===== src/rtl/apt_pkg.sv =====
// Shared types and constants for the aging presence table.
// Used by every module of the block; depends on nothing.
package apt_pkg;

  localparam int unsigned IdentW = 16;
  localparam int unsigned IndexW = 31;
  localparam int unsigned TimeW  = 32;

  localparam logic [TimeW-1:0] TimeoutRst = 32'd10000;

  // Codes of the kind field of an input item.
  localparam logic KindMsg  = 1'b0;
  localparam logic KindPoll = 1'b1;

  typedef struct packed {
    logic              kind;
    logic [IndexW-1:0] msg_index;
    logic              relevant;
    logic [IdentW-1:0] ident;
    logic              is_set;
    logic [TimeW-1:0]  now_ms;
  } in_item_t;

  typedef struct packed {
    logic [IdentW-1:0] shown_ident;
    logic              any_active;
    logic              restarted;
  } out_item_t;

  typedef struct packed {
    logic [IdentW-1:0] ident;
    logic [TimeW-1:0]  seen;
  } slot_entry_t;

  // Index bookkeeping status handed to the sequencer.
  typedef struct packed {
    logic fresh;    // message index is above the last committed one
    logic restart;  // an index restart was seen during this poll
  } idx_info_t;

  typedef enum logic [1:0] {
    StIdle,
    StScan,
    StFinish
  } apt_state_e;

endpackage


===== src/rtl/apt_slot_mem.sv =====
// Slot memory holding identifier and last-seen time per slot.
// One write port, one read port with registered data; uses apt_pkg.
module apt_slot_mem
  import apt_pkg::*;
#(
  parameter int unsigned SLOTS = 32,
  localparam int unsigned AW = (SLOTS > 1) ? $clog2(SLOTS) : 1
) (
  input  logic        clk_i,
  input  logic        re_i,
  input  logic [AW-1:0] raddr_i,
  input  logic        we_i,
  input  logic [AW-1:0] waddr_i,
  input  slot_entry_t wdata_i,
  output slot_entry_t rdata_o
);

  slot_entry_t mem [SLOTS];
  slot_entry_t rdata_q;

  always_ff @(posedge clk_i) begin
    if (we_i) begin
      mem[waddr_i] <= wdata_i;
    end
  end

  always_ff @(posedge clk_i) begin
    if (re_i) begin
      rdata_q <= mem[raddr_i];
    end
  end

  assign rdata_o = rdata_q;

endmodule


===== src/rtl/apt_index_track.sv =====
// Sequence index bookkeeping: last committed index, highest index of the
// current poll and the restart flag. Uses apt_pkg.
module apt_index_track
  import apt_pkg::*;
(
  input  logic      clk_i,
  input  logic      rst_ni,
  input  logic      fire_i,
  input  in_item_t  item_i,
  output idx_info_t info_o
);

  logic [IndexW-1:0] last_q, last_d, high_q, high_d;
  logic              last_vld_q, last_vld_d, high_vld_q, high_vld_d;
  logic              saw_lower_q, saw_lower_d;
  logic              stale, lower;

  // An index of minus one is kept as a cleared valid flag.
  assign stale = last_vld_q && (item_i.msg_index <= last_q);
  assign lower = last_vld_q && (item_i.msg_index < last_q);

  assign info_o.fresh   = !stale;
  assign info_o.restart = saw_lower_q;

  always_comb begin
    last_d      = last_q;
    last_vld_d  = last_vld_q;
    high_d      = high_q;
    high_vld_d  = high_vld_q;
    saw_lower_d = saw_lower_q;
    if (fire_i) begin
      if (item_i.kind == KindPoll) begin
        if (saw_lower_q) begin
          last_vld_d = 1'b0;
          high_vld_d = 1'b0;
        end else begin
          last_d     = high_q;
          last_vld_d = high_vld_q;
        end
        saw_lower_d = 1'b0;
      end else if (stale) begin
        if (lower) begin
          saw_lower_d = 1'b1;
        end
      end else if (!high_vld_q || (item_i.msg_index > high_q)) begin
        high_d     = item_i.msg_index;
        high_vld_d = 1'b1;
      end
    end
  end

  always_ff @(posedge clk_i or negedge rst_ni) begin
    if (!rst_ni) begin
      last_q      <= '0;
      last_vld_q  <= 1'b0;
      high_q      <= '0;
      high_vld_q  <= 1'b0;
      saw_lower_q <= 1'b0;
    end else begin
      last_q      <= last_d;
      last_vld_q  <= last_vld_d;
      high_q      <= high_d;
      high_vld_q  <= high_vld_d;
      saw_lower_q <= saw_lower_d;
    end
  end

endmodule


===== src/rtl/aging_presence_table.sv =====
// Aging presence table: top level with the slot scan sequencer.
// Depends on apt_pkg, apt_slot_mem and apt_index_track.
//
// The block keeps up to SLOTS active identifiers, each with the time it was
// last seen, in a synchronous slot memory; a flip-flop occupancy bit per slot
// marks which entries hold an identifier, so reset and an index restart empty
// the table at once. A message transfer whose index is stale, or that is not
// relevant or names identifier zero, only updates the index bookkeeping.
// A fresh relevant message scans every slot, one memory read per cycle, and
// then writes the refreshed or inserted entry, or drops the entry on a clear.
// An end-of-poll transfer commits or restarts the index, then scans every
// slot to age out entries whose wrapping age reaches timeout_ms, and loads
// the result register once it is free. The result register lets the next
// input transfer be accepted while the last result waits. The block takes
// one item at a time; the slot scan through the single memory read port
// sets its pace. timeout_ms is written through timeout_we_i and should only
// change while the block is idle.
module aging_presence_table
  import apt_pkg::*;
#(
  parameter int unsigned SLOTS = 32
) (
  input  logic              clk_i,
  input  logic              rst_ni,
  input  logic              timeout_we_i,
  input  logic [TimeW-1:0]  timeout_wdata_i,
  input  logic              in_valid_i,
  output logic              in_ready_o,
  input  in_item_t          in_data_i,
  output logic              out_valid_o,
  input  logic              out_ready_i,
  output out_item_t         out_data_o
);

  localparam int unsigned AW = (SLOTS > 1) ? $clog2(SLOTS) : 1;
  localparam logic [AW-1:0] LastSlot = AW'(SLOTS - 1);

  apt_state_e state_q, state_d;

  in_item_t          item_q;
  logic [TimeW-1:0]  timeout_q;
  logic [SLOTS-1:0]  occ_q, occ_d;

  // Read issue side of the scan.
  logic [AW-1:0] addr_q, addr_d;
  logic          iss_q, iss_d;
  // Read data side: the slot whose data arrives this cycle.
  logic [AW-1:0] rd_idx_q;
  logic          rd_vld_q;

  // Scan results.
  logic          hit_q, hit_d, free_q, free_d;
  logic [AW-1:0] hit_idx_q, hit_idx_d, free_idx_q, free_idx_d;
  logic [IdentW-1:0] shown_q, shown_d;
  logic          shown_vld_q, shown_vld_d;
  logic          restart_q, restart_d;

  logic          out_valid_q, out_valid_d;
  out_item_t     out_q, out_d;

  logic          in_fire;
  logic          rd_en;
  logic          mem_we;
  logic [AW-1:0] mem_waddr;
  slot_entry_t   mem_wdata;
  slot_entry_t   rdata;
  idx_info_t     idx_info;
  logic [TimeW-1:0] age;
  logic          occ_hit;

  assign in_ready_o = (state_q == StIdle);
  assign in_fire    = in_valid_i && in_ready_o;

  apt_index_track u_index (
    .clk_i  (clk_i),
    .rst_ni (rst_ni),
    .fire_i (in_fire),
    .item_i (in_data_i),
    .info_o (idx_info)
  );

  apt_slot_mem #(
    .SLOTS (SLOTS)
  ) u_mem (
    .clk_i   (clk_i),
    .re_i    (rd_en),
    .raddr_i (addr_q),
    .we_i    (mem_we),
    .waddr_i (mem_waddr),
    .wdata_i (mem_wdata),
    .rdata_o (rdata)
  );

  assign rd_en   = (state_q == StScan) && iss_q;
  assign occ_hit = occ_q[rd_idx_q];
  // Wrapping age of the slot being examined.
  assign age     = item_q.now_ms - rdata.seen;

  always_comb begin
    state_d     = state_q;
    occ_d       = occ_q;
    addr_d      = addr_q;
    iss_d       = iss_q;
    hit_d       = hit_q;
    hit_idx_d   = hit_idx_q;
    free_d      = free_q;
    free_idx_d  = free_idx_q;
    shown_d     = shown_q;
    shown_vld_d = shown_vld_q;
    restart_d   = restart_q;
    out_valid_d = out_valid_q;
    out_d       = out_q;
    mem_we      = 1'b0;
    mem_waddr   = hit_idx_q;
    mem_wdata   = '{ident: item_q.ident, seen: item_q.now_ms};

    if (out_valid_q && out_ready_i) begin
      out_valid_d = 1'b0;
    end

    case (state_q)
      StIdle: begin
        if (in_fire) begin
          addr_d      = '0;
          iss_d       = 1'b1;
          hit_d       = 1'b0;
          free_d      = 1'b0;
          shown_vld_d = 1'b0;
          shown_d     = '0;
          if (in_data_i.kind == KindPoll) begin
            // End of poll: a restart empties the table before aging.
            restart_d = idx_info.restart;
            if (idx_info.restart) begin
              occ_d = '0;
            end
            state_d = StScan;
          end else if (idx_info.fresh && in_data_i.relevant &&
                       (in_data_i.ident != '0)) begin
            state_d = StScan;
          end
        end
      end

      StScan: begin
        if (iss_q) begin
          addr_d = addr_q + AW'(1);
          if (addr_q == LastSlot) begin
            iss_d = 1'b0;
          end
        end
        if (rd_vld_q) begin
          if (item_q.kind == KindPoll) begin
            if (occ_hit) begin
              if (age >= timeout_q) begin
                occ_d[rd_idx_q] = 1'b0;
              end else if (!shown_vld_q) begin
                shown_vld_d = 1'b1;
                shown_d     = rdata.ident;
              end
            end
          end else begin
            if (occ_hit && (rdata.ident == item_q.ident) && !hit_q) begin
              hit_d     = 1'b1;
              hit_idx_d = rd_idx_q;
            end
            if (!occ_hit && !free_q) begin
              free_d     = 1'b1;
              free_idx_d = rd_idx_q;
            end
          end
          if (rd_idx_q == LastSlot) begin
            state_d = StFinish;
          end
        end
      end

      StFinish: begin
        if (item_q.kind == KindPoll) begin
          // Wait until the result register can take the new result.
          if (!out_valid_q || out_ready_i) begin
            out_valid_d       = 1'b1;
            out_d.shown_ident = shown_q;
            out_d.any_active  = shown_vld_q;
            out_d.restarted   = restart_q;
            state_d           = StIdle;
          end
        end else begin
          if (item_q.is_set) begin
            if (hit_q) begin
              mem_we = 1'b1;
            end else if (free_q) begin
              mem_we          = 1'b1;
              mem_waddr       = free_idx_q;
              occ_d[free_idx_q] = 1'b1;
            end
          end else if (hit_q) begin
            occ_d[hit_idx_q] = 1'b0;
          end
          state_d = StIdle;
        end
      end

      default: begin
        state_d = StIdle;
      end
    endcase
  end

  always_ff @(posedge clk_i or negedge rst_ni) begin
    if (!rst_ni) begin
      state_q     <= StIdle;
      occ_q       <= '0;
      iss_q       <= 1'b0;
      rd_vld_q    <= 1'b0;
      out_valid_q <= 1'b0;
      timeout_q   <= TimeoutRst;
    end else begin
      state_q     <= state_d;
      occ_q       <= occ_d;
      iss_q       <= iss_d;
      rd_vld_q    <= rd_en;
      out_valid_q <= out_valid_d;
      if (timeout_we_i) begin
        timeout_q <= timeout_wdata_i;
      end
    end
  end

  always_ff @(posedge clk_i) begin
    if (in_fire) begin
      item_q <= in_data_i;
    end
    addr_q      <= addr_d;
    rd_idx_q    <= addr_q;
    hit_q       <= hit_d;
    hit_idx_q   <= hit_idx_d;
    free_q      <= free_d;
    free_idx_q  <= free_idx_d;
    shown_q     <= shown_d;
    shown_vld_q <= shown_vld_d;
    restart_q   <= restart_d;
    out_q       <= out_d;
  end

  assign out_valid_o = out_valid_q;
  assign out_data_o  = out_q;

endmodule

===== config.mk =====
export PLATFORM = sky130hd
export DESIGN_NAME = aging_presence_table
export DESIGN_NICKNAME = d
export VERILOG_FILES = /design/src/rtl/apt_pkg.sv /design/src/rtl/apt_slot_mem.sv /design/src/rtl/apt_index_track.sv /design/src/rtl/aging_presence_table.sv
export SDC_FILE = /design/constraint.sdc
export NUM_CORES = 2
export LEC_CHECK = 0
export BUFFER_PORTS_ARGS = -buffer_cell sky130_fd_sc_hd__buf_4
export CORE_MARGIN = 8
export CORE_UTILIZATION = 30
export CTS_BUF_LIST = sky130_fd_sc_hd__clkbuf_2
export CTS_CLUSTER_DIAMETER = 40
export DETAILED_ROUTE_END_ITERATION = 8
export PLACE_DENSITY = 0.52
export SYNTH_ARGS = -nofsm -noshare
export SYNTH_HDL_FRONTEND = slang
export SYNTH_SLANG_ARGS = --single-unit

===== constraint.sdc =====
create_clock -name clk_i -period 11.3 [get_ports clk_i]
set_input_delay 0 -clock clk_i [delete_from_list [all_inputs] [get_ports clk_i]]
set_output_delay 0 -clock clk_i [all_outputs]
set_load 0.01 [all_outputs]

==> out/metrics.yaml <==
grt_antenna_before_repair: 12
ctsResizeCount: 0
dr.pass1.iters: 5
post_drt_wl_per_cell_um: 24.9
synthFlopType: "edfxtp_1"
grt_pass1_wl_um: 303000
fmax_mhz: 166
cp-start-kind: "flop"
cp_data_required_time_ps: 12670
htreeDepth: 5
leakagePower_uw: 0.0303
max_cap_viol_count: 0
yosysWarnings: 0
path_clk_slew_ps: 90
peakVddDrop_mv: 0.205
grt_max_degree: 119
dp.final_hpwl_um: 111000
hold_class: "reg2reg"
final_cells: 8412
fp.dieH_um: 513
async_flop_share_pct: 7.34
syn_inst: 3806
place.gp.congestion: 0.802
ys_types: 69
status: "finished clean"
finalHoldViolations: 0
final_max_slew_viol_count: 0
synth_edf_count: 1687
slew_headroom_pct: 18.1
syn_nets: 4057
cts_tree: "done"
portBuffers: 138
vias_per_cell: 4.88
grt_overflow: 0
worst_slack_ps: 5270
cp-end-kind: "flop"
mostFrequentLayoutCell: "edfxtp_1"
drcViolationCount: 0
fp.dieW_um: 513
io_pins: 139
start_util_pct: 30.1
grt_usage_pct: 15.5
worstSetupPathType: "reg2reg"
area_delta_synth_final_pct: 19.5
tightestPinTransition_ps: 1230
pre_cts_slack_ps: 5410
drive_above_1_share_pct: 31.0
vias: 41087
rsz0062_at_grt: "false"
final_util_pct: 36.0
path_max_fanout: 34
drt-total-wl_um: 209000
synth-seq-area-share_pct: 73.0
placed_area_um2: 79500
cts_sinks: 1826
fin_crit_sh_pct: 53.3
syn_avg_cell_area_um2: 19.5
place_inst: 7094
period_minus_slack_ps: 6030
core.rowCount: 182
clock_latency_ps: 1870
synth-seq-cells: 1826
layout_common_cells: "edfxtp_1 (1687), clkbuf_2 (705), mux4_2 (480)"
netlist_area_um2: 74100
drt_iter0_drc: 3493
cts_root_buffer: "clkbuf_2"
grt_pass1_vias: 43918
fin_worst_skew_ps: 208
cts_max_path_buffers: 4
powerDensity_nw_per_um2: 218
fin_tns_setup_ps: 0
filler_cell_count: 23147
die_area_um2: 263000
ant_nets: 0
layout.nets: 5079
design_area_um2: 88600
setup_viol: 0
coreArea_um2: 246000
cts_buffers: 474
arrival_ps: 7390
## power by group
group	switching, uW	total [uW]	internal (uW)	leakage (uW)
sequential	332	8400	8070	0.0169
clock	2700	4540	1840	0.00329
combinational	3400	6400	3000	0.0101
total	6430	19300	12900	0.0303
## logic make-up (layout without fill, tap and decap cells)
family	after synthesis	in the layout	share of synthesized area (%)
DFF	1826	1826	73.0
muxes	590	590	16.2
and+or+nand+nor	523	523	3.22
AOI/OAI and AO/OA	371	371	2.98
buffers and inverters	319	1696	1.81
adders and majority gates	132	132	2.24
xor gates and xnor gates	45	45	0.532
other	0	9	0
## critical path, cell delays in order, from the launching register on
cell       delay [ps]
edfxtp_1          800
inv_1             170
ha_1              200
inv_1              60
fa_1              410
a21oi_1           220
o2bb2ai_1         200
a211o_1           340
a31oi_2           450
o211ai_1          200
a31oi_2           300
nor4bb_1           90
a311o_1           290
ha_1              190
a21o_1            150
a21o_1            170
a21oi_1           150
o21ai_0           110
a21o_1            170
buf_4             260
o32ai_2           320
buf_4             280
## cell usage after synthesis, types with 37 or more instances
| cell | count | area [um^2] |
|---|---|---|
| nor2_1 | 140 | 526 |
| a21o_1 | 37 | 278 |
| mux2_2 | 86 | 968 |
| ha_1 | 131 | 1640 |
| a21oi_1 | 81 | 405 |
| edfxtp_1 | 1687 | 50700 |
| inv_1 | 144 | 541 |
| clkbuf_1 | 114 | 428 |
| o21ai_0 | 153 | 766 |
| nand2_1 | 213 | 800 |
| dfrtp_1 | 129 | 3230 |
| mux4_2 | 480 | 10800 |
## registers in the layout, summed over array words and instances, names as in the netlist, 16 cells and up
register,count
u_mem.rdata_o,48
item_q,50
timeout_q,32
occ_q,32
shown_q,16
u_mem.mem,1536
u_index.last_q,31
u_index.high_q,31
out_data_o,18
## path summary, 6_finish.rpt
check                                 from                 end  slack (ps)  depth (start not counted)
worst max-delay path             item_q[0]          shown_q[6]        5270                         21
worst min-delay path            shown_q[6]       out_data_o[8]         310                          0
worst max register to register   item_q[0]          shown_q[6]        5270                         21
worst min register to register  shown_q[6]       out_data_o[8]         310                          0
max in group asynchronous           rst_ni       timeout_q[29]        9420                          7
min in group asynchronous           rst_ni  u_index.high_q[19]         530                          6
## stage by stage
step                hold WS, ps  total power [uW]
floorplan                  -296             13000
global placement            148             14700
detailed placement          138             14800
CTS                        40.9             19600
global route                229             20500
finish                      313             19300
## routing by layer
metal | global-route usage [%] | routed length, um | part of all wire [%] | vias to the layer above
li1 | - | - | - | 17726
met1 | 20.3 | 89400 | 43 | 21626
met2 | 26.1 | 103000 | 49 | 1385
met3 | 3.03 | 11200 | 5.4 | 346
met4 | 4.82 | 4930 | 2.4 | 4
met5 | 0 | 32 | 0.015 | -
## final cells by class
class | instances | area, um^2 | area share [%]
timing repair buffer | 721 | 6680 | 7.54
multi-input combinational | 1661 | 18900 | 21.4
tap | 3220 | 4030 | 4.55
sequential | 1826 | 54100 | 61.1
clock inverter | 126 | 728 | 0.822
inverter | 144 | 543 | 0.613
clock buffer | 705 | 3530 | 3.98
antenna | 9 | 22.5 | 0.0254
## repair_timing
| item | CTS | global route |
|---|---|---|
| hold buffers | 478 | 0 |
| endpoints found under the setup margin | 0 | 0 |
| setup buffers | 0 | 0 |
| endpoints found under the hold margin | 410 | 0 |
(Power assumes the default switching activity.)
